==> src/hdl/spat_ram.sv <==
// ----------------------------------------------------------------------------
// spat_ram: generic simple dual-port ram
// one write port, one read port, read data registered
// ----------------------------------------------------------------------------
`default_nettype none

module spat_ram #(
	parameter int WIDTH = 8,
	parameter int DEPTH = 16
) (
	input  wire logic                     clk,
	input  wire logic                     we,
	input  wire logic [$clog2(DEPTH)-1:0] waddr,
	input  wire logic [WIDTH-1:0]         wdata,
	input  wire logic [$clog2(DEPTH)-1:0] raddr,
	output logic      [WIDTH-1:0]         rdata
);

	logic [WIDTH-1:0] mem_q [DEPTH];

	always_ff @(posedge clk) begin
		if (we) begin
			mem_q[waddr] <= wdata;
		end
		rdata <= mem_q[raddr];
	end

endmodule

`default_nettype wire

==> config.mk <==
export PLATFORM = sky130hd
export DESIGN_NAME = spat_ram
export DESIGN_NICKNAME = d
export VERILOG_FILES = /design/src/hdl/spat_ram.sv
export SDC_FILE = /design/constraint.sdc
export NUM_CORES = 1
export LEC_CHECK = 0
export BUFFER_PORTS_ARGS = -buffer_cell sky130_fd_sc_hd__buf_4
export CORE_UTILIZATION = 31
export CTS_BUF_LIST = sky130_fd_sc_hd__clkbuf_2
export DETAILED_ROUTE_END_ITERATION = 8
export GPL_TIMING_DRIVEN = 0
export PLACE_DENSITY_LB_ADDON = 0.08
export SYNTH_ARGS = -nofsm -noshare
export SYNTH_HDL_FRONTEND = slang
export SYNTH_SLANG_ARGS = --single-unit
==> constraint.sdc <==
create_clock -name clk -period 3.1 [get_ports clk]
set_input_delay 0.31 -clock clk [delete_from_list [all_inputs] [get_ports clk]]
set_output_delay 0.31 -clock clk [all_outputs]
set_load 0.02 [all_outputs]
==> impl_metrics.toml <==
[routing]
dr_total_vias = 2406
drt_wl_total_mm = 11.0
wl_per_cell_um = 21.4
drtPass1Iterations = 4
ant_nets = 0
avgViaCountPerCell = 4.68
drt_iter0_markers = 260
drc_errors = 0

[status]
status = "finished clean"

[timing]
finalMaxSlewViolations = 0
tightestPinTransition_ns = 1.29
fmax_mhz = 562
rsz0062_at_grt = "no"
post-route-period-util_pct = 57.4
fin_tns_setup_ns = 0
hold_violations = 0
setup_viol = 0
slew_headroom_pct = 13.7
min_period_ns = 1.78
setup_ws_ns = 1.32
hold_slack_ns = 0.124
clock_skew_ns = 0.0236

[critical_path]
slowest_stage = "dlygate4sd3_1"
criticalPathCategory = "in2reg"
cpPeakStageDelay_ns = 0.84
crit_top_cell = "dlygate4sd3_1"
cp_max_fo = 7
cp.arrival_ns = 2.15
cp-end-kind = "register"
required_ns = 3.47
worstSetupStartpointType = "input port"
crit_chain = "dlygate4sd3_1, buf_4, nor3_2, dlygate4sd3_1"

[placed_design]
gp_congestion = 0.648
portBuffers = 24
post-place-ws_ns = 0.898
dpl.hpwl_mm = 7.00

[floorplan]
dieArea_um2 = 17100
core-area_um2 = 16100
rows = 46
io-pin-count = 26
start_util_pct = 32.1
chipWidth_um = 131
die_y_um = 131

[power_and_ir_drop]
ir_worst_vdd_mv = 0.288
p_per_area_nw_per_um2 = 597
power.leakage_nw = 2.00
p_total_mw = 3.62

[layout]
layout-drive-gt1-share_pct = 29.6
nets = 302
area_growth_pct = 17.6

[clock_network]
tritoncts = "done"
postCtsSetupBuffers = 0
cts.path.max_buffers = 2
htreeDepth = 4
clk_pin_slew_ns = 0.18
cts_root_buf = "clkbuf_2"
clock_latency_ns = 0.69
cts_made_buffers = 17
cts.sinks = 136

[global_routing]
grt_max_degree = 17
grt_pass1_wl_mm = 16.0
antenna_found_initial = 1
grt_pass1_vias = 2493
grt.total_usage_pct = 14.5
globalRoute.totalOverflow = 0

[synth]
netlist_instances = 229
ys_types = 19
ys_warn_count = 0
synth-seq-cells = 136
syn_nets = 247
yosysSeqAreaShare_pct = 77.8
syn_area_um2 = 5150
synth.avg_cell_area_um2 = 22.5

[hold_path]
hold_class = "in2reg"

[run]
drv_cap = 0
metal layers:
layer	routed length [µm]	vias to the layer above	global-route usage [%]
met5	0	-	0
met4	203	0	7.64
met2	5230	51	22.1
met3	311	15	3.54
li1	-	1088	-
met1	5240	1252	19.2
cells by family (layout without fill, tap and decap cells):
family / after synthesis / in the layout / synth area share [%]
other: 0 / 1 / 0
flip-flops: 136 / 136 / 77.8
AND/OR/NAND/NOR: 35 / 35 / 3.18
multiplexers: 32 / 32 / 15.0
AO/OA/AOI/OAI: 16 / 16 / 2.33
buffers and inverters: 10 / 78 / 1.68
sequential cells by signal, summed over array words and instances, names as in the netlist:
register,cells
rdata,8
mem_q,128
placed cells by master, fill, tap and decap left out, types with 2 or more instances in the layout:
cell type and count:
buf_2 3, nor2_1 13, mux4_1 14, a22oi_1 16
nand2b_1 2, clkdlybuf4s25_2 3, edfxtp_1 128, mux4_2 18
dfxtp_1 8, nand3b_1 2, nor3_2 3, clkinv_2 5
buf_4 25, bufinv_16 6, clkinvlp_4 2, clkbuf_2 18
dlygate4sd3_1 12, buf_6 3, nand2_1 9
per-stage QoR:
stage                     util, %  cells  area (µm²)
after global routing         37.7    514        6050
final                        37.7    514        6050
after detailed placement     34.9    469        5610
after global placement       34.9    469        5600
after CTS                    37.7    513        6050
after floorplan                 -    229        5150
path summary, 6_finish.rpt:
check              start           to  slack, ns  cells after the start
max             waddr[1]  mem_q[8][3]       1.32                      4
max reg2reg  mem_q[7][4]     rdata[4]       1.67                      3
min reg2reg  mem_q[8][3]     rdata[3]       0.72                      3
min             raddr[0]     rdata[0]       0.12                      4
layout make-up:
class	instances	area (µm²)
Tap cell	216	270
Multi-Input combinational cell	83	1070
Clock buffer	18	90.1
Timing Repair Buffer	36	300
Clock inverter	14	229
Buffer	10	86.3
Sequential cell	136	4000
Antenna cell	1	2.50
Fill cell	1481	10000
synth_stat cells:
cell	count	area, µm²
mux4_2	18	405
nand2b_1	2	12.5
buf_6	3	33.8
nand3b_1	2	15.0
nor2_1	13	48.8
buf_2	3	15.0
edfxtp_1	128	3840
or3b_2	1	8.76
nand3_1	1	5.00
a22oi_1	16	120
nor2b_1	1	6.26
dfxtp_1	8	160
buf_4	1	7.51
clkdlybuf4s25_2	3	30.0
and2_1	1	6.26
and2b_1	1	7.51
nor3_1	4	20.0
mux4_1	14	368
nand2_1	9	33.8
power by group:
| part | internal (mW) | total (mW) | switching [mW] |
|---|---|---|---|
| Clock | 0.688 | 1.31 | 0.626 |
| Sequential | 2.05 | 2.06 | 0.00921 |
| Combinational | 0.104 | 0.239 | 0.135 |
worst max-delay path, delay by kind of cell:
family / cells / cell delay, ns
buffers and inverters: 3 / 1.54
and+or+nand+nor: 1 / 0.30
what timing repair did:
action | 4_1_cts | 5_1_grt
hold buffers | 12 | 0
resized for setup | 0 | 0
setup endpoints to repair | 0 | 0
endpoints found under the hold margin | 143 | 0
Power figures use the tool's default switching activity.
